## config.mk

```make
export PLATFORM = sky130hd
export DESIGN_NAME = ppag_ram
export DESIGN_NICKNAME = d
export VERILOG_FILES = /design/src/progressive_pixel_accumulate_gamma_defines.svh /design/src/ppag_ram.sv
export SDC_FILE = /design/constraint.sdc
export NUM_CORES = 1
export LEC_CHECK = 0
export BUFFER_PORTS_ARGS = -buffer_cell sky130_fd_sc_hd__buf_2
export CORE_MARGIN = 5
export CORE_UTILIZATION = 56
export DETAILED_ROUTE_END_ITERATION = 6
export PLACE_DENSITY_LB_ADDON = 0.08
export SLEW_MARGIN = 40
export SYNTH_ARGS = -nofsm -noshare
export SYNTH_HDL_FRONTEND = slang
export SYNTH_SLANG_ARGS = --single-unit
```

## constraint.sdc

```tcl
create_clock -name clk_i -period 2.82 [get_ports clk_i]
set_input_delay 0.705 -clock clk_i [delete_from_list [all_inputs] [get_ports clk_i]]
set_output_delay 0.705 -clock clk_i [all_outputs]
set_load 0.005 [all_outputs]
```

## src/progressive_pixel_accumulate_gamma_defines.svh

```systemverilog
// Assertion macros for the progressive pixel accumulator.
`ifndef PROGRESSIVE_PIXEL_ACCUMULATE_GAMMA_DEFINES_SVH
`define PROGRESSIVE_PIXEL_ACCUMULATE_GAMMA_DEFINES_SVH

// Assert that an antecedent implies a consequent in the same cycle.
`define PPAG_ASSERT_IMP(label, clk, rst_n, ante, cons, msg) \
  label: assert property (@(posedge clk) disable iff (!rst_n) (ante) |-> (cons)) \
    else $error(msg);

// Assert that an antecedent implies a consequent in the next cycle.
`define PPAG_ASSERT_NEXT(label, clk, rst_n, ante, cons, msg) \
  label: assert property (@(posedge clk) disable iff (!rst_n) (ante) |=> (cons)) \
    else $error(msg);

`endif

```

## src/ppag_ram.sv

```systemverilog
// ----------------------------------------------------------------------------
// ppag_ram
// Generic single-port synchronous RAM with a registered read.
// ----------------------------------------------------------------------------
`timescale 1ns / 1ps
module ppag_ram #(
  parameter int unsigned Width = 8,
  parameter int unsigned Depth = 16
) (
  input  logic                     clk_i,
  input  logic                     we_i,
  input  logic [$clog2(Depth)-1:0] addr_i,
  input  logic [Width-1:0]         wdata_i,
  output logic [Width-1:0]         rdata_o
);

  logic [Width-1:0] mem_q [Depth];

  // Access one entry per cycle: write it when we_i is high, and always read it
  always_ff @(posedge clk_i) begin
    if (we_i) begin
      mem_q[addr_i] <= wdata_i;
    end
    rdata_o <= mem_q[addr_i];
  end

endmodule

```

==> results of run 1 <==
==> per-stage QoR <==
stage / hold WS (ps) / power [mW] / setup slack, ps / utilization, % / area (um2)
floorplan: 635 / 2.43 / 622 / - / 5070
global placement: 665 / 2.52 / 350 / 61.8 / 5420
detailed placement: 666 / 2.52 / 377 / 61.8 / 5420
CTS: 562 / 4.67 / 861 / 68.6 / 6010
global route: 565 / 4.81 / 733 / 68.6 / 6020
finish: 575 / 4.65 / 872 / 68.6 / 6020
==> state kept, by name, summed over array words and instances (netlist names) <==
| register | count |
|---|---|
| mem_q | 128 |
| rdata_o | 8 |
==> worst max-delay path, cell delays in order <==
cell	delay, ps
buf_2	380
buf_4	340
mux4_2	520
a22oi_1	250
nand2_1	110
==> cells in the final DEF, fill, tap and decap left out, types with 2 or more instances in the layout <==
| master | instances |
|---|---|
| clkinv_2 | 4 |
| dfxtp_1 | 8 |
| nand3b_1 | 2 |
| buf_4 | 20 |
| bufinv_16 | 3 |
| nor3_1 | 4 |
| nor2_1 | 12 |
| clkbuf_8 | 3 |
| buf_2 | 21 |
| nand2b_1 | 2 |
| nor2b_1 | 2 |
| a22oi_1 | 16 |
| mux4_2 | 32 |
| clkinvlp_4 | 3 |
| edfxtp_1 | 128 |
| clkbuf_16 | 16 |
| nand2_1 | 9 |
==> final cells by class <==
class | count | area [um2]
Multi-Input combinational cell | 83 | 1010
Fill cell | 555 | 2750
Timing Repair Buffer | 42 | 275
Sequential cell | 136 | 4000
Tap cell | 108 | 135
Clock inverter | 12 | 150
Clock buffer | 20 | 445
==> metal layers <==
metal	global-route usage [%]	routed length [um]
met1	26.1	3880
met2	29.6	4780
met4	5.21	104
met3	5.30	669
met5	0	0
==> final timing paths <==
check,end,depth (start not counted),slack [ps],startpoint
hold / removal,mem_q[4][2]$_DFFE_PP_,1,570,wdata_i[2]
setup reg to reg,rdata_o[5]$_DFF_P_,3,1470,mem_q[3][5]$_DFFE_PP_
setup / recovery,rdata_o[6]$_DFF_P_,5,870,addr_i[0]
hold reg to reg,rdata_o[5]$_DFF_P_,3,680,mem_q[12][5]$_DFFE_PP_
==> cell families after synthesis <==
kind of cell | synth area share (%)
AO/OA/AOI/OAI | 2.37
buffers and inverters | 1.19
flip-flops | 79.0
AND/OR/NAND/NOR | 3.21
multiplexers | 14.2
==> where the power goes <==
group / internal (mW) / leakage (nW) / switching (mW) / total [mW]
Sequential: 2.26 / 1.22 / 0.0118 / 2.27
Clock: 1.39 / 0.287 / 0.778 / 2.17
Combinational: 0.0903 / 0.509 / 0.116 / 0.206
Total: 3.74 / 2.02 / 0.906 / 4.65
==> flow_metrics.env, run 1 <==
export IMPL_status="completed"
export IMPL_finalMaxSlewViolations=0
export IMPL_synth_common_cells="128 x edfxtp_1, 32 x mux4_2, 16 x a22oi_1"
export IMPL_max_clock_freq_ghz=0.513
export IMPL_syn_area_per_cell_um2=22.0
export IMPL_grt_pass1_vias=2595
export IMPL_power_leakage_nw=2.02
export IMPL_rows=34
export IMPL_cp_end_kind="register"
export IMPL_diodes=0
export IMPL_worstPathArrival_ps=2330
export IMPL_drive_gt1_share_pct=36.5
export IMPL_p_per_area_nw_per_um2=772
export IMPL_dp_cells=369
export IMPL_ys_warnings_count=0
export IMPL_path_clk_slew_ps=60
export IMPL_cts_tree="built"
export IMPL_nets=294
export IMPL_drv_cap=0
export IMPL_grt_start_max_net_pins=17
export IMPL_area_growth_pct=18.7
export IMPL_postCtsSetupRepairBufs=0
export IMPL_clockBufferDepth=2
export IMPL_final_antenna_net_count=0
export IMPL_antenna_found_initial=0
export IMPL_grtUsageTotal_pct=18.8
export IMPL_yosysSeqAreaShare_pct=79.0
export IMPL_synth_edf_count=128
export IMPL_synth_most_common_cell="edfxtp_1"
export IMPL_die_height_um=105
export IMPL_grt_overflow_total=0
export IMPL_hp_class="in -> reg"
export IMPL_clk_latency_ps=520
export IMPL_io_buffers=21
export IMPL_drt_first_pass_iters=4
export IMPL_ys_types=18
export IMPL_critPathLaunchType="input port"
export IMPL_required_ps=3200
export IMPL_period_share_pct=69.1
export IMPL_setup_violations=0
export IMPL_period_minus_slack_ps=1950
export IMPL_yosysTopAreaCellShare_pct=75.9
export IMPL_start_util_pct=57.8
export IMPL_ctsHoldBuffers=0
export IMPL_wl_per_cell_um=23.5
export IMPL_grt_setup_unrepaired="no"
export IMPL_tightest_slew_ps=788
export IMPL_cts_max_level=4
export IMPL_worst_setup_path_type="in -> reg"
export IMPL_synthCells=230
export IMPL_async_reset_ff_share_pct=0
export IMPL_via_count=2387
export IMPL_synth_seq_cells=136
export IMPL_cts_resized=0
export IMPL_cp_max_fo=14
export IMPL_yosys_area_top_type="edfxtp_1"
export IMPL_grt_pass1_wl_um=15000
export IMPL_synth_nets=244
export IMPL_relSlewSlack_pct=47.3
export IMPL_vdd_drop_max_mv=0.457
export IMPL_chipWidth_um=105
export IMPL_hold_viol=0
export IMPL_drtIter0Drc=148
export IMPL_cts_inserted_buffers=17
export IMPL_timing_clock_skew_ps=11.8
export IMPL_yosys_top_cells_area="edfxtp_1 76%, mux4_2 14%, dfxtp_1 3.2%, a22oi_1 2.4%, nor2_1 0.96%"
export IMPL_synth_ff_type="edfxtp_1"
export IMPL_via_per_inst=5.95
export IMPL_routed_wl_um=9430
export IMPL_synth_area_um2=5070
export IMPL_fin_setup_tns_ps=0
export IMPL_io_pins=22
export IMPL_drc=0
export IMPL_core_area_um2=8760
export IMPL_clockRootBuffer="clkbuf_8"
export IMPL_final_cells=401
export IMPL_hpwl_um=6040
export IMPL_cts_sinks=136
export IMPL_die_area_um2=11100
export IMPL_gp_congestion=0.734
No activity file was read; power rests on OpenSTA's default activity.
==> inputs of run 2 (changes only) <==
==> constraint.sdc (replaced) <==
create_clock -name clk_i -period 1.9 [get_ports clk_i]
set_input_delay 0.475 -clock clk_i [delete_from_list [all_inputs] [get_ports clk_i]]
set_output_delay 0.475 -clock clk_i [all_outputs]
set_load 0.005 [all_outputs]
==> run 2 against run 1 <==
  * Critical path type is now reg -> out
  * First-iteration DRC count increased by 18%
  * Clock-buffer cell count decreased by 2
  * Total power rose by 38%
  * Sequential power grew 49%
  * Clock power rose by 25%
  * Cell area about the same
  * Hold slack worse by 220 ps
  * Combinational power rose by 56%
  * Critical endpoint is now rdata_o[3]
==> flow_metrics.env, run 2 (synthesized netlist as in run 1, its figures left out) <==
export IMPL_critPathLaunchType="register"
export IMPL_path_clk_slew_ps=60
export IMPL_largest_register_ffs=128
export IMPL_switchingPower_mw=1.34
export IMPL_max_clock_freq_ghz=0.677
export IMPL_start_util_pct=57.8
export IMPL_postPlaceCellArea_um2=5510
export IMPL_tightest_slew_ps=730
export IMPL_drive_gt1_share_pct=37.1
export IMPL_p_per_area_nw_per_um2=1070
export IMPL_grt_start_max_net_pins=23
export IMPL_status="completed"
export IMPL_area_growth_pct=18.6
export IMPL_clockBufferDepth=2
export IMPL_power_leakage_nw=2.00
export IMPL_setup_violations=0
export IMPL_hpwl_um=6080
export IMPL_period_minus_slack_ps=1480
export IMPL_cts_max_level=4
export IMPL_drc=0
export IMPL_postCtsSetupRepairBufs=0
export IMPL_via_count=2376
export IMPL_max_stage_delay_ps=360
export IMPL_worstPathArrival_ps=1000
export IMPL_cts_sinks=136
export IMPL_grt_pass1_wl_um=14700
export IMPL_cp_max_fo=1
export IMPL_finalMaxSlewViolations=0
export IMPL_final_core_util_pct=68.6
export IMPL_period_share_pct=77.8
export IMPL_required_ps=1420
export IMPL_clockRootBuffer="clkbuf_8"
export IMPL_relSlewSlack_pct=51.3
export IMPL_diodes=0
export IMPL_crit_buf_inv=1
export IMPL_grt_setup_unrepaired="no"
export IMPL_io_buffers=21
export IMPL_hold_viol=0
export IMPL_routed_wl_um=9510
export IMPL_intPower_mw=5.08
export IMPL_die_area_um2=11100
export IMPL_nets=300
export IMPL_cts_tree="built"
export IMPL_core_area_um2=8760
export IMPL_drv_cap=0
export IMPL_via_per_inst=5.84
export IMPL_ctsHoldBuffers=0
export IMPL_switching_share_pct=20.9
export IMPL_cts_inserted_buffers=17
export IMPL_final_antenna_net_count=0
export IMPL_pwr_share_clk_pct=42.4
export IMPL_cp_end_kind="output pin"
export IMPL_rows=34
export IMPL_worst_setup_path_type="reg -> out"
export IMPL_timing_clock_skew_ps=9.84
export IMPL_seqPwrFrac_pct=52.6
export IMPL_grt_overflow_total=0
export IMPL_postLayoutCellArea_um2=6010
export IMPL_gp_congestion=0.753
export IMPL_comb_power_share_pct=5.0
export IMPL_drt_first_pass_iters=4
export IMPL_layout_common_cells="128 x edfxtp_1, 32 x mux4_2, 23 x buf_4, 21 x buf_2"
export IMPL_cts_resized=0
export IMPL_clk_latency_ps=510
export IMPL_total_power_mw=6.42
export IMPL_critPathSlowestCell="dfxtp_1"
export IMPL_path_delay_family="flip-flops"
export IMPL_hp_class="in -> reg"
export IMPL_die_height_um=105
export IMPL_crit_chain="buf_2"
export IMPL_drtIter0Drc=174
export IMPL_reg_top3="mem_q: 128 flops, rdata_o: 8 flops"
export IMPL_antenna_found_initial=0
export IMPL_io_pins=22
export IMPL_regMostFlops="mem_q"
export IMPL_chipWidth_um=105
export IMPL_vdd_drop_max_mv=0.689
export IMPL_grt_pass1_vias=2484
export IMPL_grtUsageTotal_pct=18.6
export IMPL_wl_per_cell_um=23.4
export IMPL_layout_commonest_cell="edfxtp_1"
-- run 2: changes by cell type in the layout (fill, tap and decap cells not counted), sizes merged --
| cell | previous run | this run |
|---|---|---|
| bufinv | 3 | 0 |
| clkinvlp | 3 | 8 |
| inv | 1 | 0 |
| buf | 42 | 48 |
| clkinv | 5 | 6 |
| clkbuf | 20 | 18 |
-- run 2: cell type report --
cell class / count / area [um2]
timing repair buffer: 48 / 358
clock buffer: 18 / 418
multi-input combinational: 83 / 1010
sequential: 136 / 4000
fill: 584 / 2750
clock inverter: 14 / 87.6
tap: 108 / 135
-- run 2: routing by layer --
metal	global-route usage, %	wire (um)
met3	4.69	420
met5	0	0
met4	6.03	103
met1	26.0	4110
met2	29.0	4880
-- run 2: through the flow --
stage | hold slack [ps] | setup TNS, ps | cells | worst slack [ps]
6_report | 355 | 0 | 407 | 422
5_1_grt | 342 | 0 | 407 | 372
4_1_cts | 333 | 0 | 407 | 415
3_5_place_dp | 659 | -39.1 | 375 | -39.1
3_3_place_gp | 650 | -81.4 | 375 | -45.7
2_1_floorplan | 574 | -473 | 230 | -13.1
-- run 2: worst paths after layout --
kind                                              from                     to  slack (ps)  cells after the start
worst max-delay path                rdata_o[3]$_DFF_P_             rdata_o[3]         420                      1
worst min-delay path                        wdata_i[6]  mem_q[3][6]$_DFFE_PP_         350                      1
worst max register to register  mem_q[11][6]$_DFFE_PP_     rdata_o[6]$_DFF_P_         540                      3
worst min register to register  mem_q[15][7]$_DFFE_PP_     rdata_o[7]$_DFF_P_         660                      3
-- run 2: power groups by stage --
stage	clock [mW]	combinational, mW	sequential [mW]
detailed placement	0	0.325	3.44
CTS	2.77	0.326	3.38
floorplan	0	0.173	3.43
global route	2.92	0.353	3.38
finish	2.72	0.322	3.38
global placement	0	0.322	3.43
